===== src/rtl/ats_pkg.sv =====
// Shared types and constants for the animation timeline sequencer.
// No dependencies; every other file imports this package.
package ats_pkg;

    localparam int unsigned DUR_W   = 16;
    localparam int unsigned STAMP_W = 32;
    localparam int unsigned PROG_W  = 17;
    localparam int unsigned REP_W   = 8;

    localparam logic [PROG_W-1:0] ONE_Q16 = 17'h10000;

    // floor(x / 1000) == (x * SEC_RECIP) >> SEC_SHIFT for any 32-bit x
    localparam logic [28:0] SEC_RECIP = 29'h10624DD3;
    localparam int unsigned SEC_SHIFT = 38;
    localparam int unsigned PROD_W    = 61;

    // configuration register indexes
    localparam logic [1:0] CFG_TIME_UNIT    = 2'd0;
    localparam logic [1:0] CFG_DURATION     = 2'd1;
    localparam logic [1:0] CFG_REPEAT_COUNT = 2'd2;
    localparam logic [1:0] CFG_AUTO_REVERSE = 2'd3;

    // time units
    localparam logic [1:0] TU_FRAMES = 2'd0;
    localparam logic [1:0] TU_MS     = 2'd1;

    // item operations
    localparam logic OP_START = 1'b0;
    localparam logic OP_TICK  = 1'b1;

    // register reset values
    localparam logic [1:0]       TIME_UNIT_RST = TU_MS;
    localparam logic [DUR_W-1:0] DURATION_RST  = 16'd300;
    localparam logic [REP_W-1:0] REPEAT_RST    = 8'd1;

    typedef enum logic [2:0] {
        ST_IDLE,
        ST_DIFF,
        ST_MUL,
        ST_SEC,
        ST_CMP,
        ST_DIV,
        ST_FIN,
        ST_OUT
    } t_state;

    typedef struct packed {
        logic accept;
        logic diff;
        logic mul;
        logic sec;
        logic cmp;
        logic div_step;
        logic fin;
        logic load_out;
    } t_cmd;

    typedef struct packed {
        logic short_item;   // start, or tick while finished: no timing math
        logic sec_unit;
        logic pass_end;
        logic div_last;
        logic out_free;
    } t_stat;

endpackage


===== src/rtl/ats_if.sv =====
// Valid/ready channel interfaces: input items, result items, configuration writes.
// Depends on ats_pkg for field widths.
interface ats_in_if import ats_pkg::*; ();
    logic               valid;
    logic               ready;
    logic               op;
    logic [STAMP_W-1:0] now_ms;

    modport source (output valid, op, now_ms, input ready);
    modport sink   (input valid, op, now_ms, output ready);
endinterface

interface ats_out_if import ats_pkg::*; ();
    logic              valid;
    logic              ready;
    logic [PROG_W-1:0] progress;
    logic              computed;
    logic              reversing;
    logic              finished;

    modport source (output valid, progress, computed, reversing, finished, input ready);
    modport sink   (input valid, progress, computed, reversing, finished, output ready);
endinterface

interface ats_cfg_if import ats_pkg::*; ();
    logic             valid;
    logic             ready;
    logic [1:0]       index;
    logic [DUR_W-1:0] data;

    modport source (output valid, index, data, input ready);
    modport sink   (input valid, index, data, output ready);
endinterface


===== src/rtl/ats_ctrl.sv =====
// Sequencing state machine of the timeline sequencer.
// Depends on ats_pkg; drives commands into ats_dp and reads its status.
module ats_ctrl import ats_pkg::*; (
    input  logic  i_clk,
    input  logic  i_rst_n,
    input  logic  i_in_valid,
    input  t_stat i_stat,
    output logic  o_in_ready,
    output t_cmd  o_cmd
);

    t_state r_state;
    t_state n_state;

    always_ff @(posedge i_clk) begin
        if (!i_rst_n) begin
            r_state <= ST_IDLE;
        end else begin
            r_state <= n_state;
        end
    end

    always_comb begin
        n_state    = r_state;
        o_cmd      = '0;
        o_in_ready = (r_state == ST_IDLE);
        case (r_state)
            ST_IDLE: begin
                if (i_in_valid) begin
                    o_cmd.accept = 1'b1;
                    n_state = i_stat.short_item ? ST_OUT : ST_DIFF;
                end
            end
            ST_DIFF: begin
                o_cmd.diff = 1'b1;
                n_state = i_stat.sec_unit ? ST_MUL : ST_CMP;
            end
            ST_MUL: begin
                o_cmd.mul = 1'b1;
                n_state = ST_SEC;
            end
            ST_SEC: begin
                o_cmd.sec = 1'b1;
                n_state = ST_CMP;
            end
            ST_CMP: begin
                o_cmd.cmp = 1'b1;
                n_state = i_stat.pass_end ? ST_OUT : ST_DIV;
            end
            ST_DIV: begin
                o_cmd.div_step = 1'b1;
                if (i_stat.div_last) begin
                    n_state = ST_FIN;
                end
            end
            ST_FIN: begin
                o_cmd.fin = 1'b1;
                n_state = ST_OUT;
            end
            ST_OUT: begin
                if (i_stat.out_free) begin
                    o_cmd.load_out = 1'b1;
                    n_state = ST_IDLE;
                end
            end
            default: begin
                n_state = ST_IDLE;
            end
        endcase
    end

endmodule


===== src/rtl/ats_dp.sv =====
// Datapath of the timeline sequencer: config registers, timeline state,
// elapsed-time unit, bit-serial divider and result register. Depends on ats_pkg.
module ats_dp import ats_pkg::*; (
    input  logic               i_clk,
    input  logic               i_rst_n,
    input  t_cmd               i_cmd,
    output t_stat              o_stat,
    input  logic               i_op,
    input  logic [STAMP_W-1:0] i_now_ms,
    input  logic               i_cfg_we,
    input  logic [1:0]         i_cfg_index,
    input  logic [DUR_W-1:0]   i_cfg_data,
    input  logic               i_out_ready,
    output logic               o_out_valid,
    output logic [PROG_W-1:0]  o_progress,
    output logic               o_computed,
    output logic               o_reversing,
    output logic               o_finished
);

    // configuration
    logic [1:0]       r_time_unit;
    logic [DUR_W-1:0] r_duration;
    logic [REP_W-1:0] r_repeat_count;
    logic             r_auto_reverse;

    // timeline state
    logic [STAMP_W-1:0] r_frame_count;
    logic [STAMP_W-1:0] r_origin_ms;
    logic [REP_W-1:0]   r_repeats_left;
    logic               r_restart_pending;
    logic               r_reverse;
    logic               r_finish;

    // working registers
    logic [STAMP_W-1:0] r_now;
    logic [STAMP_W-1:0] r_elapsed;
    logic [PROD_W-1:0]  r_prod;
    logic [DUR_W-1:0]   r_rem;
    logic [DUR_W-1:0]   r_quo;
    logic [3:0]         r_div_cnt;

    // result waiting for the output register
    logic [PROG_W-1:0] r_res_progress;
    logic              r_res_computed;
    logic              r_res_reversing;
    logic              r_res_finished;

    logic               r_out_valid;
    logic [PROG_W-1:0]  r_out_progress;
    logic               r_out_computed;
    logic               r_out_reversing;
    logic               r_out_finished;

    // end-of-pass next values
    logic             pass_end;
    logic             last_pass;
    logic [REP_W-1:0] n_repeats_left;
    logic             n_restart_pending;
    logic             n_reverse;
    logic             n_finish;

    logic [DUR_W:0]   div_shift;
    logic             div_ge;
    logic [DUR_W:0]   div_diff;
    logic [PROG_W-1:0] quo_prog;

    assign pass_end = (r_elapsed >= {{(STAMP_W-DUR_W){1'b0}}, r_duration});

    always_comb begin
        last_pass         = (r_repeats_left == REP_W'(1));
        n_repeats_left    = (r_repeats_left != '0) ? r_repeats_left - REP_W'(1)
                                                   : r_repeats_left;
        n_restart_pending = r_restart_pending;
        n_reverse         = r_reverse;
        n_finish          = r_finish;
        if (r_auto_reverse) begin
            n_restart_pending = 1'b1;
            if (r_reverse) begin
                n_reverse = 1'b0;
                if (last_pass) begin
                    n_finish = 1'b1;
                end
            end else begin
                n_reverse      = 1'b1;
                n_repeats_left = r_repeats_left;  // forward half does not count
            end
        end else if (last_pass) begin
            n_finish = 1'b1;
        end else begin
            n_restart_pending = 1'b1;
        end
    end

    // restoring divide: remainder stays below duration
    assign div_shift = {r_rem, 1'b0};
    assign div_ge    = (div_shift >= {1'b0, r_duration});
    assign div_diff  = div_shift - {1'b0, r_duration};
    assign quo_prog  = {1'b0, r_quo};

    always_comb begin
        o_stat.short_item = (i_op == OP_START) || (r_finish && !r_restart_pending);
        o_stat.sec_unit   = r_time_unit[1];
        o_stat.pass_end   = pass_end;
        o_stat.div_last   = (r_div_cnt == 4'hF);
        o_stat.out_free   = !r_out_valid || i_out_ready;
    end

    // control state
    always_ff @(posedge i_clk) begin
        if (!i_rst_n) begin
            r_time_unit       <= TIME_UNIT_RST;
            r_duration        <= DURATION_RST;
            r_repeat_count    <= REPEAT_RST;
            r_auto_reverse    <= 1'b0;
            r_frame_count     <= '0;
            r_origin_ms       <= '0;
            r_repeats_left    <= REPEAT_RST;
            r_restart_pending <= 1'b0;
            r_reverse         <= 1'b0;
            r_finish          <= 1'b0;
            r_out_valid       <= 1'b0;
        end else begin
            if (i_cfg_we) begin
                case (i_cfg_index)
                    CFG_TIME_UNIT:    r_time_unit    <= i_cfg_data[1:0];
                    CFG_DURATION:     r_duration     <= i_cfg_data;
                    CFG_REPEAT_COUNT: r_repeat_count <= i_cfg_data[REP_W-1:0];
                    CFG_AUTO_REVERSE: r_auto_reverse <= i_cfg_data[0];
                    default: ;
                endcase
            end
            if (i_cmd.accept) begin
                if (i_op == OP_START) begin
                    r_frame_count     <= '0;
                    r_origin_ms       <= i_now_ms;
                    r_repeats_left    <= r_repeat_count;
                    r_restart_pending <= 1'b0;
                    r_reverse         <= 1'b0;
                    r_finish          <= 1'b0;
                end else if (r_restart_pending) begin
                    r_restart_pending <= 1'b0;
                    r_frame_count     <= STAMP_W'(1);
                    r_origin_ms       <= i_now_ms;
                end else if (!r_finish) begin
                    r_frame_count <= r_frame_count + STAMP_W'(1);
                end
            end
            if (i_cmd.cmp && pass_end) begin
                r_repeats_left    <= n_repeats_left;
                r_restart_pending <= n_restart_pending;
                r_reverse         <= n_reverse;
                r_finish          <= n_finish;
            end
            if (i_cmd.load_out) begin
                r_out_valid <= 1'b1;
            end else if (i_out_ready) begin
                r_out_valid <= 1'b0;
            end
        end
    end

    // payload
    always_ff @(posedge i_clk) begin
        if (i_cmd.accept) begin
            r_now <= i_now_ms;
            // short items finish here; ticks overwrite the result later
            r_res_progress  <= '0;
            r_res_computed  <= 1'b0;
            r_res_reversing <= (i_op == OP_START) ? 1'b0 : r_reverse;
            r_res_finished  <= (i_op != OP_START);
        end
        if (i_cmd.diff) begin
            r_elapsed <= (r_time_unit == TU_FRAMES) ? r_frame_count : r_now - r_origin_ms;
        end
        if (i_cmd.mul) begin
            r_prod <= PROD_W'(r_elapsed) * PROD_W'(SEC_RECIP);
        end
        if (i_cmd.sec) begin
            r_elapsed <= STAMP_W'(r_prod[PROD_W-1:SEC_SHIFT]);
        end
        if (i_cmd.cmp) begin
            r_rem     <= r_elapsed[DUR_W-1:0];
            r_quo     <= '0;
            r_div_cnt <= '0;
            if (pass_end) begin
                r_res_progress  <= r_reverse ? '0 : ONE_Q16;
                r_res_computed  <= 1'b1;
                r_res_reversing <= n_reverse;
                r_res_finished  <= n_finish;
            end
        end
        if (i_cmd.div_step) begin
            r_rem     <= div_ge ? div_diff[DUR_W-1:0] : div_shift[DUR_W-1:0];
            r_quo     <= {r_quo[DUR_W-2:0], div_ge};
            r_div_cnt <= r_div_cnt + 4'd1;
        end
        if (i_cmd.fin) begin
            r_res_progress  <= r_reverse ? ONE_Q16 - quo_prog : quo_prog;
            r_res_computed  <= 1'b1;
            r_res_reversing <= r_reverse;
            r_res_finished  <= r_finish;
        end
        if (i_cmd.load_out) begin
            r_out_progress  <= r_res_progress;
            r_out_computed  <= r_res_computed;
            r_out_reversing <= r_res_reversing;
            r_out_finished  <= r_res_finished;
        end
    end

    assign o_out_valid = r_out_valid;
    assign o_progress  = r_out_progress;
    assign o_computed  = r_out_computed;
    assign o_reversing = r_out_reversing;
    assign o_finished  = r_out_finished;

endmodule


===== src/rtl/animation_timeline_sequencer_core.sv =====
// Animation timeline sequencer: one result item per start or tick item, with
// progress in Q1.16, repeat counting and auto-reverse. The states that an item
// passes from acceptance to the output register, with the result side ready:
// - a start, or a tick after the timeline has finished: from acceptance straight
//   to the output state, which loads the result.
// - a tick that ends a pass skips the divide: difference, compare, output.
// - any other tick: difference, compare, then the 16-step bit-serial divide of
//   elapsed time by the duration, a final state and output. In seconds, a
//   multiply and a shift stage for the divide by 1000 come between difference
//   and compare for either kind of tick.
// One item is in work at a time. The output register lets the next item be
// accepted while a result waits. A stalled result side can hold the next item in
// its output state. Configuration writes are always ready and take effect at once.
module animation_timeline_sequencer_core import ats_pkg::*; (
    input  logic      i_clk,
    input  logic      i_rst_n,
    ats_in_if.sink    i_in,
    ats_out_if.source o_out,
    ats_cfg_if.sink   i_cfg
);

    t_cmd  cmd;
    t_stat stat;
    logic  in_ready;

    assign i_in.ready  = in_ready;
    assign i_cfg.ready = 1'b1;

    ats_ctrl u_ctrl (
        .i_clk      (i_clk),
        .i_rst_n    (i_rst_n),
        .i_in_valid (i_in.valid),
        .i_stat     (stat),
        .o_in_ready (in_ready),
        .o_cmd      (cmd)
    );

    ats_dp u_dp (
        .i_clk       (i_clk),
        .i_rst_n     (i_rst_n),
        .i_cmd       (cmd),
        .o_stat      (stat),
        .i_op        (i_in.op),
        .i_now_ms    (i_in.now_ms),
        .i_cfg_we    (i_cfg.valid),
        .i_cfg_index (i_cfg.index),
        .i_cfg_data  (i_cfg.data),
        .i_out_ready (o_out.ready),
        .o_out_valid (o_out.valid),
        .o_progress  (o_out.progress),
        .o_computed  (o_out.computed),
        .o_reversing (o_out.reversing),
        .o_finished  (o_out.finished)
    );

endmodule


===== src/flat_wrapper.sv =====
// flat-port wrapper written by rule: the top's interface ports become plain ports
module animation_timeline_sequencer_core_flat import ats_pkg::*;
  (i_clk, i_rst_n, i_in_valid, i_in_op, i_in_now_ms, i_in_ready, o_out_valid, o_out_progress, o_out_computed, o_out_reversing, o_out_finished, o_out_ready, i_cfg_valid, i_cfg_index, i_cfg_data, i_cfg_ready);
  ats_in_if i_in_i ();
  ats_out_if o_out_i ();
  ats_cfg_if i_cfg_i ();
  input  logic i_clk;
  input  logic i_rst_n;
  input wire logic [$bits(i_in_i.valid)-1:0] i_in_valid;
  input wire logic [$bits(i_in_i.op)-1:0] i_in_op;
  input wire logic [$bits(i_in_i.now_ms)-1:0] i_in_now_ms;
  output wire logic [$bits(i_in_i.ready)-1:0] i_in_ready;
  output wire logic [$bits(o_out_i.valid)-1:0] o_out_valid;
  output wire logic [$bits(o_out_i.progress)-1:0] o_out_progress;
  output wire logic [$bits(o_out_i.computed)-1:0] o_out_computed;
  output wire logic [$bits(o_out_i.reversing)-1:0] o_out_reversing;
  output wire logic [$bits(o_out_i.finished)-1:0] o_out_finished;
  input wire logic [$bits(o_out_i.ready)-1:0] o_out_ready;
  input wire logic [$bits(i_cfg_i.valid)-1:0] i_cfg_valid;
  input wire logic [$bits(i_cfg_i.index)-1:0] i_cfg_index;
  input wire logic [$bits(i_cfg_i.data)-1:0] i_cfg_data;
  output wire logic [$bits(i_cfg_i.ready)-1:0] i_cfg_ready;
  assign i_in_i.valid = i_in_valid;
  assign i_in_i.op = i_in_op;
  assign i_in_i.now_ms = i_in_now_ms;
  assign i_in_ready = i_in_i.ready;
  assign o_out_valid = o_out_i.valid;
  assign o_out_progress = o_out_i.progress;
  assign o_out_computed = o_out_i.computed;
  assign o_out_reversing = o_out_i.reversing;
  assign o_out_finished = o_out_i.finished;
  assign o_out_i.ready = o_out_ready;
  assign i_cfg_i.valid = i_cfg_valid;
  assign i_cfg_i.index = i_cfg_index;
  assign i_cfg_i.data = i_cfg_data;
  assign i_cfg_ready = i_cfg_i.ready;
  animation_timeline_sequencer_core u_core (.i_clk(i_clk), .i_rst_n(i_rst_n), .i_in(i_in_i), .o_out(o_out_i), .i_cfg(i_cfg_i));
endmodule

===== config.mk =====
export PLATFORM = sky130hd
export DESIGN_NAME = animation_timeline_sequencer_core_flat
export DESIGN_NICKNAME = d
export VERILOG_FILES = /design/src/rtl/ats_pkg.sv /design/src/rtl/ats_if.sv /design/src/rtl/ats_ctrl.sv /design/src/rtl/ats_dp.sv /design/src/rtl/animation_timeline_sequencer_core.sv /design/src/flat_wrapper.sv
export SDC_FILE = /design/constraint.sdc
export NUM_CORES = 2
export LEC_CHECK = 0
export BUFFER_PORTS_ARGS = -buffer_cell sky130_fd_sc_hd__buf_2
export CAP_MARGIN = 20
export CORE_MARGIN = 2
export CORE_UTILIZATION = 55
export DETAILED_ROUTE_END_ITERATION = 16
export GPL_ROUTABILITY_DRIVEN = 0
export HOLD_SLACK_MARGIN = 0.05
export PLACE_DENSITY = 0.74
export SLEW_MARGIN = 0
export SYNTH_ARGS = -nofsm -noshare
export SYNTH_HDL_FRONTEND = slang
export SYNTH_SLANG_ARGS = --single-unit
export TNS_END_PERCENT = 30

===== constraint.sdc =====
create_clock -name i_clk -period 7.2 [get_ports i_clk]
set_input_delay 1.44 -clock i_clk [delete_from_list [all_inputs] [get_ports i_clk]]
set_output_delay 1.44 -clock i_clk [all_outputs]
set_load 0.01 [all_outputs]

==> results.py <==
metrics = {
    "critical_path": {
        "worst-setup-path-type": "flip-flop to flip-flop",
        "max_stage_delay_ps": 570,
        "rr_worst_depth": 23,
        "critical_path.n_buffers_inverters": 5,
        "worst_path_max_delay_cell": "sky130_fd_sc_hd__fa_1",
        "cp_data_required_time_ps": 7470,
        "startpoint_type": "flip-flop",
        "crit_path_max_fanout": 5,
        "setup.worst_path.end_class": "flip-flop",
        "timing.critical_path.cells": "ha_1, fa_1, fa_1, inv_1, fa_1, inv_1, fa_1, fa_1, fa_1, inv_1, fa_1, inv_1, ha_1, buf_4, a21o_1, a21o_1, a21oi_1, o22ai_1, a211oi_1, o21ai_0, a211oi_2, o21ai_0, and2_1",
        "cp_data_arrival_time_ps": 7370,
        "r2r_end": "u_core.u_dp.r_prod[40]",
        "reg2reg_setup_slack_ps": 100,
        "crit-reg2reg-launch": "u_core.u_dp.r_elapsed[14]",
        "crit_top_cell": "sky130_fd_sc_hd__fa_1",
        "cpLargestDelayFamily": "adder cells",
    },
    "status": {
        "status": "finished, final reports clean",
    },
    "synth": {
        "ys_dominant_reg_cell": "sky130_fd_sc_hd__dfxtp_1",
        "synth_cells": 2899,
        "synthDistinctLibCells": 70,
        "yosysTopAreaCell": "sky130_fd_sc_hd__fa_1",
        "synth.net_count": 3723,
        "yosys-top-cells-count": "599 x sky130_fd_sc_hd__inv_1, 468 x sky130_fd_sc_hd__ha_1, 300 x sky130_fd_sc_hd__fa_1",
        "synth_sequential_area_ratio": 0.2392,
        "yosys.area.top_type_share": 0.2136,
        "yosys-top-cells-area": "sky130_fd_sc_hd__fa_1 21%, sky130_fd_sc_hd__ha_1 21%, sky130_fd_sc_hd__edfxtp_1 14%",
        "syn-cell-area_um2": 28120,
        "ys_warn_count": 0,
        "synthMostInstantiatedCell": "sky130_fd_sc_hd__inv_1",
        "async_flop_share": 0,
        "syn-mean-instance-area_um2": 9.701,
        "synth_enable_flop_cells": 134,
        "ys_seq_elements": 269,
    },
    "clock_network": {
        "cts.hold.buffers_added": 0,
        "numClockSinks": 269,
        "path_clk_slew_ps": 70,
        "ctsHtreeMaxLevel": 1,
        "clock_insertion_delay_worst_skew_ps": 550,
        "tritoncts": "done",
        "numCtsBuffers": 26,
        "cts_buffer_depth": 3,
        "cts-root-buf": "sky130_fd_sc_hd__clkbuf_16",
    },
    "sta": {
        "min_period_over_period": 0.9860,
        "setup_ws_ps": 100.9,
        "timing_worst_slew_pin_value_ps": 1069,
        "setup_violations": 0,
        "finalHoldViolations": 0,
        "drv_slew": 0,
        "unrepaired_setup_endpoints_after_global_routing": "yes",
        "timing.fmax_mhz": 140.9,
        "timing.clock.skew_ps": 19.61,
        "timing.final.crit_period_ps": 7099,
        "worst_rel_slew_slack": 0.2873,
    },
    "die": {
        "initial_utilization": 0.5594,
        "ioPinCount": 79,
        "rows": 82,
        "die_height_um": 230.1,
        "design.die.area_um2": 52960,
        "fp.coreArea_um2": 50270,
        "die_w_um": 230.1,
    },
    "placement": {
        "io_buffer_count": 77,
        "dpl.hpwl_um": 60070,
        "place_ws_ps": -288.3,
        "numPlacedInstances": 3722,
    },
    "run": {
        "max_cap_viol_count": 0,
    },
    "global_routing": {
        "grt_ovf": 0,
        "grt_max_degree": 77,
        "first_global_vias": 22353,
        "grt_pass1_wl_um": 116400,
        "grt_antenna_before_repair": 0,
        "grt_util_all_layers": 0.2760,
    },
    "route": {
        "drt_pass1_iterations": 7,
        "drtAntennaViolNets": 0,
        "drc": 0,
        "routed_length_per_placed_instance_um": 19.76,
        "via_per_inst": 5.693,
        "vias": 21695,
        "detailedRoute.firstIterationViolations": 1641,
        "wirelength_um": 75310,
    },
    "layout": {
        "layoutNonFillerInstCount": 3811,
        "n_fill_cell": 3969,
        "share_of_post_route_cells_with_drive_strength_above_1": 0.1313,
        "p_r_area_growth_vs_syn_pct": 14.24,
        "final_net_count": 3943,
        "num_antenna_cells": 0,
    },
    "hold_path": {
        "hold_depth": 0,
        "hp-class": "flip-flop to flip-flop",
        "worst_hold_launch": "u_core.u_dp.r_res_progress[7]",
        "worstHoldEndpoint": "u_core.u_dp.o_progress[7]",
    },
}
[final cells by class]
type	count	area, um2	area share
clock buffer	34	753.2	0.02345
clock inverter	14	173.9	0.005414
inverter	599	2248	0.06999
multi-input combinational	1972	19580	0.6094
sequential	269	6726	0.2094
tap	672	840.8	0.02617
timing repair buffer	251	1804	0.05616
[per-stage QoR]
step	setup TNS (ps)	util	hold slack [ps]	cell area, um2
final	0	0.6390	429.1	32130
after global routing	-860.4	0.6390	438.5	32130
after CTS	0	0.6198	430.4	31160
after detailed placement	-2206	0.5995	417.1	30140
after global placement	-610.5	0.5995	413.4	30140
after floorplan	0	-	403.0	28120
[metal layers]
layer  vias up  share of wire  track usage
met1     10596           0.41       0.3699
met4         0          0.043      0.09677
li1      10045              -            -
met2       842           0.48       0.4598
met3       212          0.067      0.03782
met5         -              0            0
[how the worst max path moves through the flow]
| stage | from | endpoint | slack [ps] | cells after the start |
|---|---|---|---|---|
| final | u_core.u_dp.r_elapsed[14] | u_core.u_dp.r_prod[40] | 100 | 23 |
| after global routing | u_core.u_dp.r_elapsed[14] | u_core.u_dp.r_prod[55] | -110 | 24 |
| after CTS | u_core.u_dp.r_elapsed[7] | u_core.u_dp.r_prod[51] | 5 | 24 |
| after detailed placement | u_core.u_dp.r_elapsed[8] | u_core.u_dp.r_prod[54] | -290 | 25 |
| after global placement | u_core.u_dp.r_elapsed[8] | u_core.u_dp.r_prod[55] | -110 | 24 |
| after floorplan | u_core.u_dp.r_elapsed[12] | u_core.u_dp.r_prod[55] | 230 | 22 |
[worst reg2reg max path: cells and delay by family, from the launching register on]
family	cells	cell delay (ps)
AOI/OAI and AO/OA	8	1410
adders and majority gates	9	4270
DFF	1	520
and+or+nand+nor	1	260
buffers and inverters	5	390
[registers in the layout, summed over array words and instances, names as in the netlist, 2 cells and up]
| register | cells |
|---|---|
| u_core.u_dp.r_elapsed | 32 |
| u_core.u_dp.r_frame_count | 32 |
| u_core.u_dp.r_now | 32 |
| u_core.u_dp.r_origin_ms | 32 |
| u_core.u_dp.r_prod | 23 |
| u_core.u_dp.o_progress | 17 |
| u_core.u_dp.r_res_progress | 17 |
| u_core.u_dp.r_duration | 16 |
| u_core.u_dp.r_quo | 16 |
| u_core.u_dp.r_rem | 16 |
| u_core.u_dp.r_repeat_count | 8 |
| u_core.u_dp.r_repeats_left | 8 |
| u_core.u_dp.r_div_cnt | 4 |
| u_core.u_ctrl.r_state | 3 |
| u_core.u_dp.r_time_unit | 2 |
[timing repair]
action | CTS | global route
resized for setup | 15 | 104
pin swaps | 1 | 50
setup endpoints to repair | 13 | 18
buffers inserted | 0 | 39
[cells in the final DEF (no fill, tap or decap), types with 30 or more instances in the layout]
master                     count
sky130_fd_sc_hd__a21boi_0     63
sky130_fd_sc_hd__a21o_1       59
sky130_fd_sc_hd__a21oi_1     106
sky130_fd_sc_hd__and3_1       41
sky130_fd_sc_hd__buf_2        77
sky130_fd_sc_hd__buf_4       154
sky130_fd_sc_hd__dfxtp_1     135
sky130_fd_sc_hd__edfxtp_1    134
sky130_fd_sc_hd__fa_1        285
sky130_fd_sc_hd__ha_1        438
sky130_fd_sc_hd__inv_1       597
sky130_fd_sc_hd__mux2i_1      30
sky130_fd_sc_hd__nand2_1     236
sky130_fd_sc_hd__nand3_1      46
sky130_fd_sc_hd__nor2_1      121
sky130_fd_sc_hd__o21ai_0     103
sky130_fd_sc_hd__xnor2_1      45
sky130_fd_sc_hd__xor2_1       52
[cells by family after synthesis]
| family | after synthesis | share of synthesized area |
|---|---|---|
| adders and majority gates | 768 | 0.4218 |
| DFF | 269 | 0.2392 |
| other | 1 | 0.0001333 |
| AOI/OAI and AO/OA | 487 | 0.1120 |
| buffers and inverters | 658 | 0.08845 |
| xor gates and xnor gates | 97 | 0.03021 |
| muxes | 31 | 0.01108 |
| and+or+nand+nor | 588 | 0.09713 |
Power is not shown: default switching activity piles up to over one toggle a cycle in this logic, so the estimate is an artifact.
